<file path="src/hdl/tmt_pkg.sv">
// shared types and constants of the tinymt32 generator
// no dependencies; imported by every module of the block
package tmt_pkg;

    localparam int unsigned DATA_W = 32;
    localparam int unsigned ADDR_W = 4;

    localparam logic [DATA_W-1:0] MUL_CONST      = 32'd1812433253;
    localparam logic [DATA_W-1:0] LOW31_MASK     = 32'h7fff_ffff;
    localparam logic [DATA_W-1:0] RST_SEED       = 32'h0000_0000;
    localparam logic [DATA_W-1:0] RST_MATRIX_ONE = 32'h8f70_11ee;
    localparam logic [DATA_W-1:0] RST_MATRIX_TWO = 32'hfc78_ff1f;
    localparam logic [DATA_W-1:0] RST_TEMPER     = 32'h3793_fdff;

    // register index within the configuration space
    typedef enum logic [1:0] {
        REG_SEED       = 2'd0,
        REG_MATRIX_ONE = 2'd1,
        REG_MATRIX_TWO = 2'd2,
        REG_TEMPER     = 2'd3
    } t_reg_idx;

    typedef enum logic [2:0] {
        ST_IDLE,
        ST_MIX,
        ST_WARM,
        ST_GEN,
        ST_TEMPER
    } t_core_state;

    // request as classified by the front queue
    typedef struct packed {
        logic [DATA_W-1:0] divisor;
        logic              use_mod;
    } t_req;

    // job handed from the generator to the remainder unit
    typedef struct packed {
        logic [DATA_W-1:0] value;
        logic [DATA_W-1:0] divisor;
        logic              use_mod;
    } t_div_req;

endpackage

</file>
<file path="src/hdl/tmt_queue.sv">
// front part: two-entry request queue that accepts and classifies requests
// depends on tmt_pkg
module tmt_queue (
    input  logic                       i_clk,
    input  logic                       i_rst_n,
    input  logic                       i_valid,
    output logic                       o_stall,
    input  logic [tmt_pkg::DATA_W-1:0] i_divisor,
    output logic                       o_req_valid,
    output tmt_pkg::t_req              o_req,
    input  logic                       i_pop
);
    import tmt_pkg::*;

    t_req       r_entry [2];
    logic       r_wr_ptr;
    logic       r_rd_ptr;
    logic [1:0] r_count;
    logic       push;
    logic       pop;

    assign o_stall     = (r_count == 2'd2);
    assign o_req_valid = (r_count != 2'd0);
    assign o_req       = r_entry[r_rd_ptr];
    assign push        = i_valid && !o_stall;
    assign pop         = i_pop && o_req_valid;

    always_ff @(posedge i_clk) begin
        if (!i_rst_n) begin
            r_wr_ptr <= 1'b0;
            r_rd_ptr <= 1'b0;
            r_count  <= 2'd0;
        end else begin
            if (push) begin
                r_wr_ptr <= !r_wr_ptr;
            end
            if (pop) begin
                r_rd_ptr <= !r_rd_ptr;
            end
            case ({push, pop})
                2'b10:   r_count <= r_count + 2'd1;
                2'b01:   r_count <= r_count - 2'd1;
                default: r_count <= r_count;
            endcase
        end
    end

    // zero divisor marks a request that returns the full value
    always_ff @(posedge i_clk) begin
        if (push) begin
            r_entry[r_wr_ptr].divisor <= i_divisor;
            r_entry[r_wr_ptr].use_mod <= (i_divisor != '0);
        end
    end

endmodule

</file>
<file path="src/hdl/tmt_core.sv">
// back part: state words, seeding sequencer, advance and tempering
// depends on tmt_pkg
module tmt_core (
    input  logic                       i_clk,
    input  logic                       i_rst_n,
    input  logic                       i_reseed,
    input  logic [tmt_pkg::DATA_W-1:0] i_seed,
    input  logic [tmt_pkg::DATA_W-1:0] i_matrix_one,
    input  logic [tmt_pkg::DATA_W-1:0] i_matrix_two,
    input  logic [tmt_pkg::DATA_W-1:0] i_temper,
    input  logic                       i_req_valid,
    input  tmt_pkg::t_req              i_req,
    output logic                       o_pop,
    output logic                       o_div_valid,
    output tmt_pkg::t_div_req          o_div_req,
    input  logic                       i_div_ready
);
    import tmt_pkg::*;

    t_core_state       r_state, n_state;
    logic [2:0]        r_cnt, n_cnt;
    logic              r_seed_pend, n_seed_pend;
    logic [DATA_W-1:0] r_st0, r_st1, r_st2, r_st3;
    logic [DATA_W-1:0] n_st0, n_st1, n_st2, n_st3;

    logic [DATA_W-1:0] adv_x, adv_x2, adv_y, adv0, adv1, adv2, adv3;
    logic [DATA_W-1:0] mix_p, mix_prod, mix_word;
    logic [DATA_W-1:0] tmp_sum, tmp_val;

    // one state advance
    always_comb begin
        adv_x  = (r_st0 & LOW31_MASK) ^ r_st1 ^ r_st2;
        adv_x2 = adv_x ^ (adv_x << 1);
        adv_y  = r_st3 ^ (r_st3 >> 1) ^ adv_x2;
        adv0   = r_st1;
        adv1   = r_st2;
        adv2   = adv_x2 ^ (adv_y << 10);
        adv3   = adv_y;
        if (adv_y[0]) begin
            adv1 = adv1 ^ i_matrix_one;
            adv2 = adv2 ^ i_matrix_two;
        end
    end

    // mixing step on rotated words: target in st0, previous word in st3
    assign mix_p    = r_st3 ^ (r_st3 >> 30);
    assign mix_prod = MUL_CONST * mix_p;
    assign mix_word = r_st0 ^ ({{(DATA_W-3){1'b0}}, r_cnt} + mix_prod);

    // tempering
    assign tmp_sum = r_st0 + (r_st2 >> 8);
    assign tmp_val = r_st3 ^ tmp_sum ^ (tmp_sum[0] ? i_temper : '0);

    assign o_div_req.value   = tmp_val;
    assign o_div_req.divisor = i_req.divisor;
    assign o_div_req.use_mod = i_req.use_mod;

    always_ff @(posedge i_clk) begin
        if (!i_rst_n) begin
            r_state     <= ST_IDLE;
            r_cnt       <= 3'd0;
            r_seed_pend <= 1'b1;
        end else begin
            r_state     <= n_state;
            r_cnt       <= n_cnt;
            r_seed_pend <= n_seed_pend;
        end
    end

    always_ff @(posedge i_clk) begin
        r_st0 <= n_st0;
        r_st1 <= n_st1;
        r_st2 <= n_st2;
        r_st3 <= n_st3;
    end

    always_comb begin
        n_state     = r_state;
        n_cnt       = r_cnt;
        n_seed_pend = r_seed_pend || i_reseed;
        n_st0       = r_st0;
        n_st1       = r_st1;
        n_st2       = r_st2;
        n_st3       = r_st3;
        o_pop       = 1'b0;
        o_div_valid = 1'b0;
        case (r_state)
            ST_IDLE: begin
                if (i_req_valid) begin
                    if (r_seed_pend) begin
                        // rotated load so the first target sits in st0
                        n_st0   = i_matrix_one;
                        n_st1   = i_matrix_two;
                        n_st2   = i_temper;
                        n_st3   = i_seed;
                        n_cnt   = 3'd1;
                        n_state = ST_MIX;
                    end else begin
                        n_state = ST_GEN;
                    end
                end
            end
            ST_MIX: begin
                n_st0 = r_st1;
                n_st1 = r_st2;
                n_st2 = r_st3;
                n_st3 = mix_word;
                if (r_cnt == 3'd7) begin
                    n_cnt   = 3'd0;
                    n_state = ST_WARM;
                end else begin
                    n_cnt = r_cnt + 3'd1;
                end
            end
            ST_WARM: begin
                n_st0 = adv0;
                n_st1 = adv1;
                n_st2 = adv2;
                n_st3 = adv3;
                n_cnt = r_cnt + 3'd1;
                if (r_cnt == 3'd7) begin
                    n_seed_pend = 1'b0;
                    n_state     = ST_GEN;
                end
            end
            ST_GEN: begin
                n_st0   = adv0;
                n_st1   = adv1;
                n_st2   = adv2;
                n_st3   = adv3;
                n_state = ST_TEMPER;
            end
            ST_TEMPER: begin
                o_div_valid = 1'b1;
                if (i_div_ready) begin
                    o_pop   = 1'b1;
                    n_state = ST_IDLE;
                end
            end
            default: begin
                n_state = ST_IDLE;
            end
        endcase
    end

endmodule

</file>
<file path="src/hdl/tmt_divider.sv">
// back part: bit-serial remainder unit with the output register
// depends on tmt_pkg
module tmt_divider (
    input  logic                       i_clk,
    input  logic                       i_rst_n,
    input  logic                       i_start,
    input  tmt_pkg::t_div_req          i_req,
    output logic                       o_ready,
    output logic                       o_valid,
    output logic [tmt_pkg::DATA_W-1:0] o_value,
    input  logic                       i_stall
);
    import tmt_pkg::*;

    logic              r_busy;
    logic [4:0]        r_cnt;
    logic [DATA_W-1:0] r_rem, r_dvd, r_dvs, r_val;
    logic              r_use_mod;
    logic              r_out_valid;
    logic [DATA_W-1:0] r_out_value;

    logic [DATA_W:0]   shifted;
    logic [DATA_W+1:0] diff;
    logic [DATA_W-1:0] rem_next;
    logic              last;
    logic              step_en;

    assign shifted  = {r_rem, r_dvd[DATA_W-1]};
    assign diff     = {1'b0, shifted} - {2'b00, r_dvs};
    assign rem_next = diff[DATA_W+1] ? shifted[DATA_W-1:0] : diff[DATA_W-1:0];
    assign last     = (r_cnt == 5'd31);
    // the final step waits while a finished result is still held
    assign step_en  = r_busy && !(last && r_out_valid && i_stall);

    assign o_ready = !r_busy;
    assign o_valid = r_out_valid;
    assign o_value = r_out_value;

    always_ff @(posedge i_clk) begin
        if (!i_rst_n) begin
            r_busy      <= 1'b0;
            r_cnt       <= 5'd0;
            r_out_valid <= 1'b0;
        end else begin
            if (i_start && !r_busy) begin
                r_busy <= 1'b1;
                r_cnt  <= 5'd0;
            end else if (step_en) begin
                r_cnt <= r_cnt + 5'd1;
                if (last) begin
                    r_busy <= 1'b0;
                end
            end
            if (step_en && last) begin
                r_out_valid <= 1'b1;
            end else if (!i_stall) begin
                r_out_valid <= 1'b0;
            end
        end
    end

    always_ff @(posedge i_clk) begin
        if (i_start && !r_busy) begin
            r_rem     <= '0;
            r_dvd     <= i_req.value;
            r_val     <= i_req.value;
            r_dvs     <= i_req.divisor;
            r_use_mod <= i_req.use_mod;
        end else if (step_en) begin
            r_rem <= rem_next;
            r_dvd <= r_dvd << 1;
        end
        if (step_en && last) begin
            r_out_value <= r_use_mod ? rem_next : r_val;
        end
    end

endmodule

</file>
<file path="src/hdl/tinymt32_random_generator.sv">
// tinymt32 generator: the first request after reset or a seed write runs the seeding
// first (7 mixing multiplies, 8 warm-up advances), then does its own work
// each request goes through core pickup, advance, temper and hand-off, then 32
// remainder steps into the output register; while requests wait, the core prepares
// the next value during the remainder steps, and the remainder unit sets the pace;
// synchronous active-low reset clears control, register file to defaults, seeding pending
module tinymt32_random_generator (
    input  logic                       i_clk,
    input  logic                       i_rst_n,
    // configuration port
    input  logic                       psel,
    input  logic                       penable,
    input  logic                       pwrite,
    input  logic [tmt_pkg::ADDR_W-1:0] paddr,
    input  logic [tmt_pkg::DATA_W-1:0] pwdata,
    output logic [tmt_pkg::DATA_W-1:0] prdata,
    output logic                       pready,
    // request channel
    input  logic                       i_valid,
    output logic                       o_stall,
    input  logic [tmt_pkg::DATA_W-1:0] i_divisor,
    // result channel
    output logic                       o_valid,
    input  logic                       i_stall,
    output logic [tmt_pkg::DATA_W-1:0] o_value
);
    import tmt_pkg::*;

    logic [DATA_W-1:0] r_seed, r_matrix_one, r_matrix_two, r_temper;
    logic              cfg_wr;
    t_reg_idx          cfg_idx;

    t_req              q_req;
    logic              q_valid;
    logic              q_pop;
    t_div_req          div_req;
    logic              div_start;
    logic              div_ready;

    // register file, written on the access phase of a transfer
    assign pready  = 1'b1;
    assign cfg_wr  = psel && penable && pwrite && pready;
    assign cfg_idx = t_reg_idx'(paddr[ADDR_W-1:2]);

    always_ff @(posedge i_clk) begin
        if (!i_rst_n) begin
            r_seed       <= RST_SEED;
            r_matrix_one <= RST_MATRIX_ONE;
            r_matrix_two <= RST_MATRIX_TWO;
            r_temper     <= RST_TEMPER;
        end else if (cfg_wr) begin
            case (cfg_idx)
                REG_SEED:       r_seed       <= pwdata;
                REG_MATRIX_ONE: r_matrix_one <= pwdata;
                REG_MATRIX_TWO: r_matrix_two <= pwdata;
                REG_TEMPER:     r_temper     <= pwdata;
                default:        r_seed       <= r_seed;
            endcase
        end
    end

    always_comb begin
        case (cfg_idx)
            REG_SEED:       prdata = r_seed;
            REG_MATRIX_ONE: prdata = r_matrix_one;
            REG_MATRIX_TWO: prdata = r_matrix_two;
            REG_TEMPER:     prdata = r_temper;
            default:        prdata = '0;
        endcase
    end

    // front: request queue, lets requests in while the back end is busy
    tmt_queue u_queue (
        .i_clk       (i_clk),
        .i_rst_n     (i_rst_n),
        .i_valid     (i_valid),
        .o_stall     (o_stall),
        .i_divisor   (i_divisor),
        .o_req_valid (q_valid),
        .o_req       (q_req),
        .i_pop       (q_pop)
    );

    // back: seeding, advance and tempering; a seed write re-arms seeding,
    // which then runs on the next request with the registers as they are
    tmt_core u_core (
        .i_clk        (i_clk),
        .i_rst_n      (i_rst_n),
        .i_reseed     (cfg_wr && (cfg_idx == REG_SEED)),
        .i_seed       (r_seed),
        .i_matrix_one (r_matrix_one),
        .i_matrix_two (r_matrix_two),
        .i_temper     (r_temper),
        .i_req_valid  (q_valid),
        .i_req        (q_req),
        .o_pop        (q_pop),
        .o_div_valid  (div_start),
        .o_div_req    (div_req),
        .i_div_ready  (div_ready)
    );

    // back: remainder unit, one quotient bit per cycle unless the final step waits on a
    // stalled result; holds the result in its output register until the transfer completes
    tmt_divider u_divider (
        .i_clk   (i_clk),
        .i_rst_n (i_rst_n),
        .i_start (div_start),
        .i_req   (div_req),
        .o_ready (div_ready),
        .o_valid (o_valid),
        .o_value (o_value),
        .i_stall (i_stall)
    );

endmodule

</file>
<file path="config.mk">
export PLATFORM = sky130hd
export DESIGN_NAME = tinymt32_random_generator
export DESIGN_NICKNAME = d
export VERILOG_FILES = /design/src/hdl/tmt_pkg.sv /design/src/hdl/tmt_queue.sv /design/src/hdl/tmt_core.sv /design/src/hdl/tmt_divider.sv /design/src/hdl/tinymt32_random_generator.sv
export SDC_FILE = /design/constraint.sdc
export NUM_CORES = 2
export LEC_CHECK = 0
export BUFFER_PORTS_ARGS = -buffer_cell sky130_fd_sc_hd__clkbuf_2
export CAP_MARGIN = 20
export CORE_MARGIN = 5
export CORE_UTILIZATION = 43
export DETAILED_ROUTE_END_ITERATION = 10
export SLEW_MARGIN = 25
export SYNTH_ARGS = -nofsm -noshare
export SYNTH_HDL_FRONTEND = slang
export SYNTH_HIERARCHICAL = 1
export SYNTH_SLANG_ARGS = --single-unit
</file>
<file path="constraint.sdc">
create_clock -name i_clk -period 20.5 [get_ports i_clk]
set_input_delay 2.05 -clock i_clk [delete_from_list [all_inputs] [get_ports i_clk]]
set_output_delay 2.05 -clock i_clk [all_outputs]
set_load 0.02 [all_outputs]
</file>
## Yosys cells after proc, flatten, opt, wreduce, memory -nomap -nowiden

Memory sizes are Yosys's and may differ from the RTL's. A register that Yosys moved wholly into a read port is not among the register bits.
Index checks and enable logic that the tools add are counted.

| word-level totals | value |
|---|---|
| memories | 1 |
| bits in registers | 402 |
| input bits | 75 |
| memory bits (writable) | 66 |
| word-level logic and storage cells | 142 |

Memory list:

| memory | depth | bits a word | read ports | clocked after memory_dff | write ports | line | source |
|---|---|---|---|---|---|---|---|
| u_queue.r_entry | 2 | 33 | 1 | 1 | 1 | tmt_queue.sv:15 | `t_req r_entry [2];` |

| operators by class | value |
|---|---|
| mux-type cells | 43 |
| add/sub/neg operators | 7 |
| equality and inequality tests | 18 |
| bitwise logic cells | 13 |
| multiply operators | 1 |
| reduce and logical (&&, ||, !) cells | 38 |

Operators with widths:

| kind | count |
|---|---|
| $mux 32 | 15 |
| $pmux 32 s3 | 3 |
| $xor 32x32->32 | 9 |
| $pmux 32 s4 | 1 |
| $pmux 32 s2 | 1 |
| $sub 33x32->34 | 1 |
| $add 3x32->32 | 1 |
| $add 32x24->32 | 1 |
| $mul 31x32->32 const A | 1 |
| $reduce_bool 32->1 | 1 |
| $xor 31x32->32 | 1 |
| $xor 32x2->32 | 1 |
| $xor 32x31->32 | 1 |
| $mux 3 | 7 |
| $pmux 3 s5 | 1 |
| $mux 1 | 12 |
| $logic_and 1x1->1 | 10 |
| $reduce_and 2->1 | 5 |
| $reduce_bool 2->1 | 5 |
| $pmux 3 s3 | 1 |
| $reduce_and 3->1 | 3 |
| $eq 2x2->1 const B | 4 |
| $ne 2x1->1 const B | 4 |
| $eq 3x2->1 const B | 2 |
| 20 further kinds | 29 |

## Longest topological paths before layout

| logic depth | value |
|---|---|
| depth after elaboration | 8 |
| gate-level depth with buffers | 27 |
| gate-level depth less buffers | 25 |

## Hierarchy

Netlist, hierarchy kept.

By module, submodules not included:

| module | instances | cells an instance | area each (µm²) | seq. area each (µm²) |
|---|---|---|---|---|
| tmt_core | 1 | 2,054 | 19,130.8 | 3,983.8 |
| tmt_divider | 1 | 768 | 8,002.7 | 4,654.5 |
| tinymt32_random_generator | 1 | 549 | 5,731.7 | 2,562.5 |
| tmt_queue | 1 | 140 | 2,680.1 | 2,082.0 |

## Worst setup path after synthesis

Ideal clock, no wire load.

| timing path | value |
|---|---|
| path type | register -> register |
| start point | register u_core.r_st3[31] |
| end point | register u_core.r_st3[27] (data pin) |
| data required time | 20,236 ps |
| slack | 13,926 ps |
| cell stages (with the launch flop) | 28 |
| arrival time | 6,309 ps |
| library setup time | 264 ps |
| cells stage by stage | edfxtp_1 > clkbuf_1 > xor2_1 > inv_1 > xnor2_1 > ha_1 > or2_2 > ha_1 > inv_1 > fa_1 > inv_1 > ha_1 > ha_1 > fa_1 > fa_1 > inv_1 > fa_1 > inv_1 > ha_1 > clkbuf_1 > o21a_1 > a21oi_1 > o21ai_0 > nor2b_1 > or3_1 > a31oi_1 > xnor2_1 > o21ai_1 |

| between the ends | value |
|---|---|
| cells in the longest elaborated chain, start to end | 5 |

Ends and longest elaborated chain:

| what | line | source |
|---|---|---|
| from (decl) | tmt_core.sv:23 | `logic [DATA_W-1:0] r_st0, r_st1, r_st2, r_st3;` |
| from (signal assigned) | tmt_core.sv:74 | `r_st3 <= n_st3;` |
| $xor 32x2->32 | tmt_core.sv:46 | `assign mix_p = r_st3 ^ (r_st3 >> 30);` |
| $mul 31x32->32 | tmt_core.sv:47 | `assign mix_prod = MUL_CONST * mix_p;` |
| $add 3x32->32 | tmt_core.sv:48 | `assign mix_word = r_st0 ^ ({{(DATA_W-3){1'b0}}, r_cnt} + mix_prod);` |
| $xor 32x32->32 | tmt_core.sv:48 |  |
| $pmux 32 s3 | tmt_core.sv:87 | `case (r_state)` |
| named net u_core.n_st3[27] | tmt_core.sv:24 | `logic [DATA_W-1:0] n_st0, n_st1, n_st2, n_st3;` |

The timed path passes the listed nets, and every way through them passes these cells.
A chain may end at the register's enable or synchronous reset.

## Final worst setup path

| timing path | value |
|---|---|
| start point | register u_core.r_st3[10] |
| end point | register u_core.r_st3[30] (data pin) |

Same word-level chain as after synthesis.

==> key figures <==
Outcome
  – Status: finished clean

Drt
  – Antenna-violating nets left: 0
  – DR iter-0 viols: 2476
  – Drt first pass iters: 6
  – DR DRC count: 0
  – WL/cell: 22.2 µm
  – Detailed-route via count: 25800
  – Total Routed Length: 104000 µm
  – DR vias/cell: 5.52

Setup path
  – CP bufs+invs: 6
  – Slowest stage cell on the critical path: edfxtp_1
  – Critical R2R Launch: u_core/r_st3[10]
  – Worst reg2reg path endpoint: u_core/r_st3[30]
  – Req. time, crit path: 20860 ps
  – Kind of cell adding the most delay to the critical path: adder cells
  – Worst Reg-to-Reg Cells: 22
  – Worst-path fanout max: 12
  – Crit-path max cell delay: 940 ps
  – Worst setup EP type: flop
  – R2r setup slk: 13140 ps
  – CP cell instances: ha_1 -> ha_1 -> fa_1 -> inv_1 -> fa_1 -> inv_1 -> fa_1 -> inv_1 -> fa_1 -> inv_1 -> fa_1 -> inv_1 -> fa_1 -> inv_1 -> ha_1 -> nand4_1 -> o21bai_1 -> o211a_4 -> o311ai_0 -> a211oi_1 -> a41oi_1 -> o21ai_0
  – CP Launch Type: flop
  – Kind of critical path: flop to flop
  – WP data arrival: 7720 ps

Die
  – Die width: 298 µm
  – Initial core utilization: 43.4%
  – Total Die Area: 88500 µm²
  – Row cnt: 105
  – Top Ports: 142
  – Core Area: 82000 µm²
  – Die Y: 298 µm

STA
  – Hold Vio Cnt, Final: 0
  – Slew HR: 27.0%
  – Final Skew: 35.4 ps
  – Period utilisation layout: 35.9%
  – Setup TNS: 0 ps
  – Worst-Margin Slew: 1090 ps
  – Slew Viols, Final: 0
  – RSZ-0062 raised after global routing: false
  – Fin crit period: 7360 ps
  – Highest Clock Rate: 136 MHz
  – Final setup vio count: 0

Global routing
  – First-pass GRT wire length: 158000 µm
  – Remaining Overflow, GRT: 0
  – Largest net degree at the start of global routing: 105
  – Vias in the first global route: 25500
  – Total GRT Usage: 22.9%
  – Antenna violations before repair: 2

Synthesis
  – Cell count after synthesis: 3511
  – Yosys cell types: 93
  – FFs w/ async S/R, synth: 0%
  – Synth Flop Type: edfxtp_1
  – Post-Syn Area per Cell: 10.1 µm²
  – Sequential area share after synthesis: 37.4%
  – Register bit total from synthesis: 502
  – Number of synthesized flops with an enable pin: 323
  – Yosys warnings: 6
  – Post-Syn Area: 35500 µm²
  – Synthesized net count: 4011

CTS
  – H-tree levels: 2
  – CTS resizes: 0
  – Sink Count: 502
  – CTS tree: yes
  – Max Root-Sink Buffers: 3
  – Post-CTS Setup Repair Bufs: 0
  – Worst-path clk slew: 70 ps
  – CTS Hold Bufs: 0
  – TritonCTS Buffers: 57
  – Clock Latency Late Sink: 650 ps
  – CTS root buf: clkbuf_16

Job
  – Max-Cap Viols: 0

Final layout
  – Final net count: 4066
  – Area Growth Syn to Fin: 9.68%
  – Layout cells sized above 1: 10.7%
  – Ant. Diodes: 0

Place
  – I/O Buffers: 138
  – HPWL Detailed: 77700 µm
  – GPL Wtd Cong: 0.961

Min path
  – Hold Path Origin: u_divider/r_cnt[4]
  – Hold crit path type: flop to flop
  – Hold endpoint: u_divider/r_cnt[4]
  – Depth of the worst hold-timing path: 2
## metrics by stage
step	instances	instance area, µm²	hold WS [ps]	setup slack, ps	util, %
finish	4682	39000	468	13140	47.6
global route	4682	39000	490	12850	47.6
CTS	4682	39000	472	13260	47.6
detailed placement	4577	37000	461	13320	45.1
global placement	4576	37000	456	13320	45.1
floorplan	3511	35500	427	13930	-
## layout make-up
class	count	area, µm²
fill	7754	43000
multi-input combinational	2499	20100
sequential	502	13300
clock buffer	79	1620
tap	1070	1340
inverter	326	1230
timing repair buffer	180	1030
clock inverter	26	377
## kinds of logic (layout without fill, tap and decap cells)
kind of cell,after synthesis,in the layout,synth area share (%)
adder cells (fa/ha/maj),425,425,18.1
buffers and inverters,510,611,6.18
XOR/XNOR,411,411,10.1
multiplexers,174,174,6.16
AO/OA/AOI/OAI,625,625,11.3
other,1,1,0.0105
AND/OR/NAND/NOR,863,863,10.7
flip-flops,502,502,37.4
## registers in the layout (all words and copies together) (netlist names), 2 cells and up, named ones only
| signal | cells |
|---|---|
| r_matrix_one | 32 |
| u_divider/r_dvd | 32 |
| u_queue/r_count | 2 |
| u_divider/r_val | 32 |
| u_core/r_cnt | 3 |
| u_core/r_st0 | 32 |
| u_divider/o_value | 32 |
| r_temper | 32 |
| u_divider/r_rem | 32 |
| u_queue/r_entry | 66 |
| r_matrix_two | 32 |
| r_seed | 32 |
| u_core/adv0 | 32 |
| u_core/r_st2 | 32 |
| u_divider/r_dvs | 32 |
| u_divider/r_cnt | 5 |
| u_core/r_state | 3 |
| u_core/r_st3 | 32 |
## worst register-to-register path: cells and delay by family, from the launching register on
kind / cells / cell delay [ps]
adder cells (fa/ha/maj): 9 / 4240
AO/OA/AOI/OAI: 6 / 1400
flip-flops: 1 / 940
buffers and inverters: 6 / 310
AND/OR/NAND/NOR: 1 / 200
## cells in the mapped netlist, drive strengths merged (12+ instances only)
master	instances	share of area [%]
inv	325	3.4
o22ai	31	0.55
a22oi	24	0.51
nor2b	57	1.0
nor2	178	1.9
nand3b	17	0.36
nand4	17	0.34
edfxtp	323	27
buf	84	1.6
o211ai	34	0.72
a221oi	27	0.68
nand3	26	0.38
o22a	15	0.37
o21ai	164	2.3
xor2	128	3.2
a211oi	15	0.34
a31oi	24	0.46
nand2b	17	0.31
xnor2	283	7.0
ha	276	9.7
nand2	478	5.1
and3	12	0.21
o21a	14	0.30
mux4	32	2.0
mux2i	104	2.9
fa	149	8.4
nor3	16	0.24
mux2	38	1.2
and2	12	0.21
clkbuf	100	1.1
a21oi	165	2.3
dfxtp	179	10
a21o	38	0.81
## cells in the final DEF (no fill, tap or decap), types with 25 or more instances in the layout
| cell type | count |
|---|---|
| nor2b_1 | 57 |
| ha_1 | 276 |
| o211ai_1 | 34 |
| mux2_2 | 38 |
| nand3_1 | 25 |
| o22ai_1 | 31 |
| edfxtp_1 | 323 |
| a21oi_1 | 163 |
| clkbuf_2 | 137 |
| dfxtp_1 | 178 |
| inv_1 | 321 |
| mux4_2 | 32 |
| nor2_1 | 171 |
| buf_4 | 41 |
| a221oi_1 | 26 |
| xor2_1 | 128 |
| mux2i_1 | 104 |
| nand2_1 | 476 |
| fa_1 | 149 |
| o21ai_0 | 129 |
| clkbuf_16 | 58 |
| xnor2_1 | 281 |
| o21ai_1 | 34 |
| a21o_1 | 36 |
## how the worst max path moves through the flow
stage | slack [ps] | cells past startpoint | start | end
after CTS | 13260 | 22 | u_core/r_st3[10] | u_core/r_st3[30]
after global routing | 12850 | 22 | u_core/r_st3[10] | u_core/r_st3[30]
after detailed placement | 13320 | 22 | u_core/r_st3[10] | u_core/r_st3[30]
after global placement | 13320 | 22 | u_core/r_st3[10] | u_core/r_st3[30]
final | 13140 | 22 | u_core/r_st3[10] | u_core/r_st3[30]
after floorplan | 13930 | 27 | u_core/r_st3[31] | u_core/r_st3[27]
## per-layer routing
layer / GRT usage, % / share of wire (%) / wire length, µm
met1: 33.4 / 46 / 47600
met2: 35.6 / 44 / 45700
met3: 4.42 / 8.0 / 8320
met4: 4.85 / 2.1 / 2220
met5: 0 / 0.012 / 12
Power is not shown: default switching activity piles up to over one toggle a cycle in this logic, so the estimate is an artifact.
